[src/sv/idba_divider.sv]
// Restoring divider, one quotient bit per cycle, for the downscaler's setup pass.
// Stand-alone; takes no package items.
`default_nettype none

module idba_divider #(
   parameter int NW = 16,
   parameter int DW = 5
) (
   input  wire logic          clock,
   input  wire logic          reset,
   input  wire logic          start_i,
   input  wire logic [NW-1:0] dividend_i,
   input  wire logic [DW-1:0] divisor_i,
   output logic               busy_o,
   output logic [NW-1:0]      quotient_o,
   output logic [DW-1:0]      remainder_o
);

   localparam int CW = $clog2(NW + 1);

   logic [CW-1:0] cnt_ff;
   logic [NW-1:0] quo_ff;
   logic [DW-1:0] rem_ff;
   logic [DW-1:0] div_ff;

   logic [DW:0]   shifted;
   logic          fits;
   logic [DW:0]   diff;
   logic [DW-1:0] rem_in;
   logic [NW-1:0] quo_in;

   always_comb begin
      shifted = {rem_ff, quo_ff[NW-1]};
      fits    = shifted >= {1'b0, div_ff};
      diff    = shifted - {1'b0, div_ff};
      // Without a subtraction the shifted remainder is still below the divisor.
      rem_in  = fits ? diff[DW-1:0] : shifted[DW-1:0];
      quo_in  = {quo_ff[NW-2:0], fits};
   end

   always_ff @(posedge clock) begin
      if (reset) begin
         cnt_ff <= '0;
      end else if (start_i) begin
         cnt_ff <= CW'(NW);
      end else if (cnt_ff != '0) begin
         cnt_ff <= cnt_ff - CW'(1);
      end
   end

   always_ff @(posedge clock) begin
      if (start_i) begin
         quo_ff <= dividend_i;
         rem_ff <= '0;
         div_ff <= divisor_i;
      end else if (cnt_ff != '0) begin
         quo_ff <= quo_in;
         rem_ff <= rem_in;
      end
   end

   assign busy_o      = cnt_ff != '0;
   assign quotient_o  = quo_ff;
   assign remainder_o = rem_ff;

endmodule

`default_nettype wire

[config.mk]
export PLATFORM = sky130hd
export DESIGN_NAME = idba_divider
export DESIGN_NICKNAME = d
export VERILOG_FILES = /design/src/sv/idba_divider.sv
export SDC_FILE = /design/constraint.sdc
export NUM_CORES = 1
export LEC_CHECK = 0
export BUFFER_PORTS_ARGS = -buffer_cell sky130_fd_sc_hd__clkbuf_2
export CORE_UTILIZATION = 45
export CTS_BUF_LIST = sky130_fd_sc_hd__clkbuf_16
export DETAILED_ROUTE_END_ITERATION = 8
export MAX_ROUTING_LAYER = met4
export PLACE_DENSITY_LB_ADDON = 0.2
export SLEW_MARGIN = 30
export SYNTH_ARGS = -nofsm -noshare
export SYNTH_HDL_FRONTEND = slang
export SYNTH_SLANG_ARGS = --single-unit
export TNS_END_PERCENT = 100
[constraint.sdc]
create_clock -name clock -period 3.7 [get_ports clock]
set_input_delay 0.37 -clock clock [delete_from_list [all_inputs] [get_ports clock]]
set_output_delay 0.37 -clock clock [all_outputs]
set_load 0.02 [all_outputs]
==> reports/results.ini, run 1 <==
[min_path]
hold_path_class = in -> reg

[global_route]
grt_max_degree = 35
track_usage = 0.1913
grt_pass1_wl_um = 4678
grt_pass1_vias = 1022
gr-total-overflow = 0
grt_antenna_before_repair = 0

[logic_synthesis]
synth_warnings = 0
synth_cell_types = 36
syn_nets = 149
ys_top_cells_by_count = 21 x edfxtp_1, 16 x mux2_2, 10 x dfxtp_1
async_flop_share = 0
ys.flop_type = edfxtp_1
synth.cell_area_um2 = 1503
yosysTopAreaCell = edfxtp_1
synth_edf_count = 21
yosysMostFrequentCell = edfxtp_1
ys_ff_latch = 31
syn_inst = 118
syn_area_per_cell_um2 = 12.73
synth_top_area_frac = 0.4197
synth_area_leaders = edfxtp_1 42%, dfxtp_1 13%, mux2_2 12%
yosysSeqAreaShare = 0.5529

[pwr]
power_uw = 1509
p_per_area_nw_per_um2 = 783.6
leakage_uw = 0.0008268
vdd.ir_drop.worst_v = 0.0003136

[route]
drt-total-wl_um = 2930
dr.pass1.iters = 4
drtIter0Drc = 36
ant_nets = 0
wl_per_cell_um = 13.89
vias_per_cell = 5.071
post-route-drc-count = 0
vias = 1070

[final_layout]
syn_to_final_growth_pct = 28.14
final_area_um2 = 1926
nets = 197
drive_gt1_frac = 0.4371
final_util = 0.6206
antenna_cells = 0

[clocking]
cts_tree = yes
post_cts_buffers = 0
clkTransAtPathRegs_ns = 0.05
holdBufCountCts = 0
clkSinkCount = 31
clk_latency_ns = 0.27
clock_path_buffers = 2
htree_levels = 2
cts_made_buffers = 5
cts_root_buf = clkbuf_16
ctsResizeCount = 0

[timing]
tightest_slew_ns = 0.7730
hold_ws_ns = 0.2680
post-route-min-period_ns = 2.254
fmax_ghz = 0.4437
setup_viol = 0
relSlewSlack = 0.4847
hold_viol_final = 0
rsz0062_at_grt = false
maxSlewViolCount = 0
finalClockSkew_ns = 0.003428
final.setup.tns_ns = 0
post-route-period-util = 0.6092

[die]
die_y_um = 59.79
die_area_um2 = 3574
die_x_um = 59.79
pin_count = 46
placementRows = 20
start_util = 0.4843
core_um2 = 3103

[place]
gp_congestion = 0.7775
dpl_cell_area_um2 = 1762
io_buffers = 45
dp_hpwl_um = 2025

[setup_path]
slowest_stage = nor4b_4
worst_path_largest_cell_delay_ns = 0.61
crit_path_end_kind = output pin
worstSetupPathType = reg -> out
crit_fanout = 12
cp-start-kind = flip-flop
cp.arrival_ns = 1.88
cp_cell_sequence = inv_1, ha_1, nor4b_4, inv_2, clkbuf_2
cp_data_required_time_ns = 3.33

[status]
status = completed

[job]
drv_cap = 0

==> critical path, delay by kind of cell (launching register included) <==
| family | cells | cell delay [ns] |
|---|---|---|
| buffers and inverters | 3 | 0.48 |
| AND/OR/NAND/NOR | 1 | 0.61 |
| adder cells (fa/ha/maj) | 1 | 0.21 |
| flip-flops | 1 | 0.30 |
==> logic make-up after synthesis <==
family / count (synthesis) / synth area share
DFF: 31 / 0.5529
and+or+nand+nor: 28 / 0.1099
AOI/OAI and AO/OA: 17 / 0.08577
muxes: 16 / 0.1199
buffers and inverters: 14 / 0.03913
adders and majority gates: 7 / 0.06328
xor gates and xnor gates: 5 / 0.02914
==> metrics by stage <==
stage / instances / setup WS, ns
after global placement: 203 / 1.510
after CTS: 211 / 1.454
after floorplan: 118 / 1.449
after global routing: 211 / 1.251
after detailed placement: 203 / 1.464
final: 211 / 1.446
==> power breakdown <==
group          leakage, uW  internal (uW)  switching, uW  total (uW)
Clock            0.0000812            313            144         457
Sequential        0.000296            469           62.7         532
Combinational     0.000450            210            310         520
Total             0.000827            993            516        1510
==> state kept, by name, indices dropped and copies added (netlist names) <==
signal	cells
cnt_ff	5
quotient_o	16
remainder_o	5
div_ff	5
==> metal layers <==
layer	routed length, um	track usage
met2	1381	0.2794
met1	1339	0.2390
met3	194	0.07576
met4	15	0.06977
met5	0	-
==> layout by cell type (no fill, tap or decap), types with 2 or more instances in the layout <==
cell        n
a21oi_1     3
nor3_1      4
nand2b_1    2
o41ai_1     2
clkbuf_16   5
nand2_1     3
xnor2_1     4
mux2_2     16
ha_1        6
clkbuf_2   45
nor4_1      3
inv_1       9
nand3b_1    3
edfxtp_1   21
nor2_1      8
dfxtp_1    10
o21ai_0     2
==> final cells by class <==
class | count | area, um^2
Inverter | 10 | 37.54
Multi-Input combinational cell | 73 | 613.1
Sequential cell | 31 | 830.8
Fill cell | 268 | 1177
Clock inverter | 3 | 38.79
Clock buffer | 5 | 125.1
Timing Repair Buffer | 45 | 225.2
Tap cell | 44 | 55.05
==> path summary, 6_finish.rpt <==
| check | cells past startpoint | slack, ns | start | endpoint |
|---|---|---|---|---|
| hold reg to reg | 2 | 0.48 | remainder_o[4] | remainder_o[4] |
| setup / recovery | 5 | 1.45 | cnt_ff[0] | busy_o |
| setup reg to reg | 4 | 1.45 | cnt_ff[0] | quotient_o[2] |
| hold / removal | 1 | 0.27 | divisor_i[0] | div_ff[0] |
No activity file was read; power rests on OpenSTA's default activity.
==> run 2, diff against run 1 <==
==> constraint.sdc (replaced) <==
create_clock -name clock -period 1.9 [get_ports clock]
set_input_delay 0.19 -clock clock [delete_from_list [all_inputs] [get_ports clock]]
set_output_delay 0.19 -clock clock [all_outputs]
set_load 0.02 [all_outputs]
==> run 2 against run 1 <==
  * The flow now finishes with violations (negative setup slack)
  * Total power grew 100%
  * Flip-flop and latch count is the same
  * Sequential share of layout area shrank 2.7 points
  * Largest cell class unchanged
==> reports/results.ini, run 2 (same netlist as run 1, synthesis figures left out) <==
[route]
ant_nets = 0
drt-total-wl_um = 3090
post-route-drc-count = 0
drtIter0Drc = 52
wl_per_cell_um = 13.86
vias_per_cell = 5.121
dr.pass1.iters = 4
vias = 1142

[final_layout]
largest_reg_flops = 16
nFillCells = 273
stdcell_count = 223
antenna_cells = 0
layout_common_cells = 45 x clkbuf_2, 21 x edfxtp_1, 16 x mux2_2
syn_to_final_growth_pct = 36.64
multi_input_area_um2 = 664.4
final_common_cell = clkbuf_2
nets = 209
final_util = 0.6617
seqCellArea_um2 = 830.8
drive_gt1_frac = 0.5140

[die]
die_area_um2 = 3574
core_um2 = 3103
die_x_um = 59.79
die_y_um = 59.79
start_util = 0.4843
pin_count = 46
placementRows = 20

[clocking]
cts_made_buffers = 5
clkSinkCount = 31
cts_root_buf = clkbuf_16
clkTransAtPathRegs_ns = 0.05
cts_tree = yes
holdBufCountCts = 0
clk_latency_ns = 0.28
clock_path_buffers = 2
htree_levels = 2

[global_route]
grt_antenna_before_repair = 0
grt_pass1_vias = 1055
track_usage = 0.1985
grt_pass1_wl_um = 4857
grt_max_degree = 28
gr-total-overflow = 0

[setup_path]
crit_cells = 8
crit_family = adder cells
cp-start-kind = flip-flop
worstSetupPathType = reg -> reg
cp_data_required_time_ns = 1.93
crit_fanout = 4
crit_buf_inv = 2
slowest_stage = edfxtp_1
ff2ff_path_depth = 8
crit_path_end_kind = flip-flop
cp_cell_sequence = inv_2, ha_4, inv_2, fa_2, a211oi_2, nor2_2, or2_4, mux2_2
crit_top_cell = inv_2
cp.arrival_ns = 2.09
worst_path_largest_cell_delay_ns = 0.40

[min_path]
hold_path_class = in -> reg
hold_depth = 1

[timing]
post-route-period-util = 1.085
relSlewSlack = 0.7845
final.setup.tns_ns = -0.3491
maxSlewViolCount = 0
finalClockSkew_ns = 0.004739
post-route-min-period_ns = 2.061
setup_viol = 5
fmax_ghz = 0.4853
tightest_slew_ns = 0.3224
hold_viol_final = 0
rsz0062_at_grt = true
setup_slack_ns = -0.1608

[pwr]
vdd.ir_drop.worst_v = 0.0006185
p_per_area_nw_per_um2 = 1473
power_uw = 3024
leakage_uw = 0.0008946

[place]
gp_congestion = 0.8292
dp_cells = 213
io_buffers = 45
dp_hpwl_um = 2149

[job]
drv_cap = 0

[status]
status = finished with violations
violations = negative setup slack

## run 2: cell count changes in the layout (fill, tap and decap cells not counted), sizes merged
cell,before,now
bufinv,1,0
inv,10,12
clkinv,2,1
buf,0,12
## run 2: timing repair
action,in CTS,in global routing
endpoints found under the setup margin,5,7
hold endpoints to repair,0,0
gates resized for setup,1,9
buffers inserted,0,2
pin swaps,1,5
## run 2: through the flow
stage,area (um^2),setup WS [ns],hold WS (ns)
final,2053,-0.1608,0.08497
after global routing,2053,-0.2393,0.08212
after CTS,1997,-0.1488,0.08270
after detailed placement,1852,-0.1425,0.3686
after global placement,1852,-0.1148,0.3676
after floorplan,1505,-0.2877,0.2624
## run 2: per-layer routing
| layer | up-vias | share of wire | GRT usage |
|---|---|---|---|
| li1 | 560 | - | - |
| met1 | 536 | 0.45 | 0.2517 |
| met2 | 36 | 0.47 | 0.2825 |
| met3 | 10 | 0.050 | 0.05195 |
| met4 | 0 | 0.032 | 0.1196 |
| met5 | - | 0 | - |
## run 2: path summary, 6_finish.rpt
path | start | end | slack, ns
worst max-delay path | quotient_o[15] | quotient_o[0] | -0.16
worst min-delay path | divisor_i[0] | div_ff[0] | 0.08
worst max register to register | quotient_o[15] | quotient_o[0] | -0.16
worst min register to register | remainder_o[4] | remainder_o[4] | 0.49
## run 2: area by class of cell
type / instances / area share
Multi-Input combinational cell: 73 / 0.3236
Inverter: 10 / 0.01828
Clock inverter: 3 / 0.006094
Tap cell: 44 / 0.02681
Timing Repair Buffer: 57 / 0.1597
Sequential cell: 31 / 0.4046
Clock buffer: 5 / 0.06094
## run 2: worst reg2reg max path, cell delays in order, from the launching register on
cell      delay [ns]
edfxtp_1        0.40
inv_2           0.09
ha_4            0.13
inv_2           0.04
fa_2            0.37
a211oi_2        0.24
nor2_2          0.06
or2_4           0.25
mux2_2          0.26
## run 2: report_power, final
group	switching [uW]	internal, uW
sequential	118	913
clock	279	472
combinational	683	559
==> run 3, diff against run 2 <==
--- a/config.mk
+++ b/config.mk
@@ -11,6 +11,7 @@
 export DETAILED_ROUTE_END_ITERATION = 8
 export MAX_ROUTING_LAYER = met4
 export PLACE_DENSITY_LB_ADDON = 0.2
+export REMOVE_ABC_BUFFERS = 1
 export SLEW_MARGIN = 30
 export SYNTH_ARGS = -nofsm -noshare
 export SYNTH_HDL_FRONTEND = slang
==> run 3 against run 2 <==
  * The flow still finishes with violations (negative setup slack)
  * Clock power grew 0.5%
  * Register-to-register slack lost 0.11 ns
  * Combinational power grew 3%
  * Count of clock-buffer cells in the layout is the same
  * Highest routed layer unchanged
  * Critical endpoint unchanged
  * Die area is the same
  * Flip-flop and latch count is the same
  * Global-route usage grew 0.81 points
==> reports/results.ini, run 3 (same netlist as run 1, synthesis figures left out) <==
[status]
status = finished with violations
violations = negative setup slack

[clocking]
cts_root_buf = clkbuf_16
cts_tree = yes
clock_path_buffers = 2
clkSinkCount = 31
cts_made_buffers = 5
clkTransAtPathRegs_ns = 0.05
htree_levels = 2
clk_latency_ns = 0.28

[final_layout]
final_common_cell = clkbuf_2
stdcell_count = 224
nFillCells = 258
antenna_cells = 0
nets = 210
layout_common_cells = 45 x clkbuf_2, 21 x edfxtp_1, 16 x mux2_2
largest_reg_flops = 16
multi_input_area_um2 = 659.4
seqCellArea_um2 = 830.8
final_area_um2 = 2047
final_util = 0.6597
syn_to_final_growth_pct = 36.22
drive_gt1_frac = 0.5333

[setup_path]
cp_data_required_time_ns = 1.93
worstSetupPathType = reg -> reg
cp.arrival_ns = 2.19
crit_fanout = 3
cp-start-kind = flip-flop
ff2ff_path_depth = 8
crit_path_end_kind = flip-flop

[timing]
setup_viol = 6
relSlewSlack = 0.6398
finalClockSkew_ns = 0.001743
hold_viol_final = 0
tightest_slew_ns = 0.5404
maxSlewViolCount = 0
post-route-period-util = 1.142
setup_slack_ns = -0.2691
post-route-min-period_ns = 2.169
rsz0062_at_grt = true
fmax_ghz = 0.4610

[global_route]
grt_pass1_vias = 1069
grt_pass1_wl_um = 5023
gr-total-overflow = 0
grt_antenna_before_repair = 0
track_usage = 0.2066
grt_max_degree = 23

[place]
dpl_cell_area_um2 = 1837
io_buffers = 45
gp_congestion = 0.8493
dp_hpwl_um = 2158
dp_cells = 213

[die]
die_x_um = 59.79
pin_count = 46
start_util = 0.4843
placementRows = 20
die_area_um2 = 3574
core_um2 = 3103
die_y_um = 59.79

[job]
drv_cap = 0

[min_path]
hold_path_class = in -> reg
hold_depth = 1

[route]
wl_per_cell_um = 14.37
drt-total-wl_um = 3219
vias = 1130
vias_per_cell = 5.045
dr.pass1.iters = 4
drtIter0Drc = 38
post-route-drc-count = 0
ant_nets = 0

[pwr]
p_per_area_nw_per_um2 = 1493
leakage_uw = 0.0008911
vdd.ir_drop.worst_v = 0.0008280

[run 3: worst paths after layout]
check            startpoint        endpoint  slack [ns]
max          quotient_o[15]   quotient_o[0]       -0.27
min            divisor_i[3]       div_ff[3]        0.09
max reg2reg  quotient_o[15]   quotient_o[0]       -0.27
min reg2reg  remainder_o[4]  remainder_o[4]        0.48
[run 3: routing by layer]
layer	up-vias	GRT usage	routed length (um)
met2	41	0.3079	1548
li1	560	-	-
met4	0	0.1096	89
met5	-	-	0
met1	519	0.2479	1412
met3	10	0.06710	168
[run 3: timing repair]
item / in CTS / in global routing
hold endpoints to repair: 0 / 0
setup buffers: 1 / 3
setup endpoints to repair: 6 / 7
gates resized for setup: 9 / 2
hold buffers: 0 / 0
pin swaps: 7 / 5
[run 3: report_power, final]
group          switching, uW  total, uW  internal (uW)
Sequential               109       1020            912
Clock                    279        755            477
Combinational            712       1280            568
[run 3: area by class of cell]
cell class | count | area share
Inverter | 10 | 0.01834
Multi-Input combinational cell | 73 | 0.3221
Sequential cell | 31 | 0.4059
Clock buffer | 5 | 0.06112
Timing Repair Buffer | 58 | 0.1577
Clock inverter | 3 | 0.007946
Tap cell | 44 | 0.02689
[run 3: per-stage QoR]
step                total power, uW  setup WS, ns  TNS [ns]  hold WS (ns)
detailed placement             2172       -0.2003   -0.6098        0.3686
finish                         3056       -0.2691   -0.9855       0.08801
global placement               2147       -0.1462   -0.2858        0.3671
floorplan                      1748       -0.3508   -0.8539        0.2624
CTS                            3011       -0.2155   -0.6142       0.08476
global route                   3235       -0.2824    -1.205       0.08391
[run 3: critical path, stage by stage (launching register included)]
cell and delay [ns]:
edfxtp_1 0.40, inv_1 0.08, ha_2 0.18, inv_2 0.04
fa_2 0.35, a211oi_2 0.30, nor2_2 0.07, or2_4 0.24
mux2_2 0.25
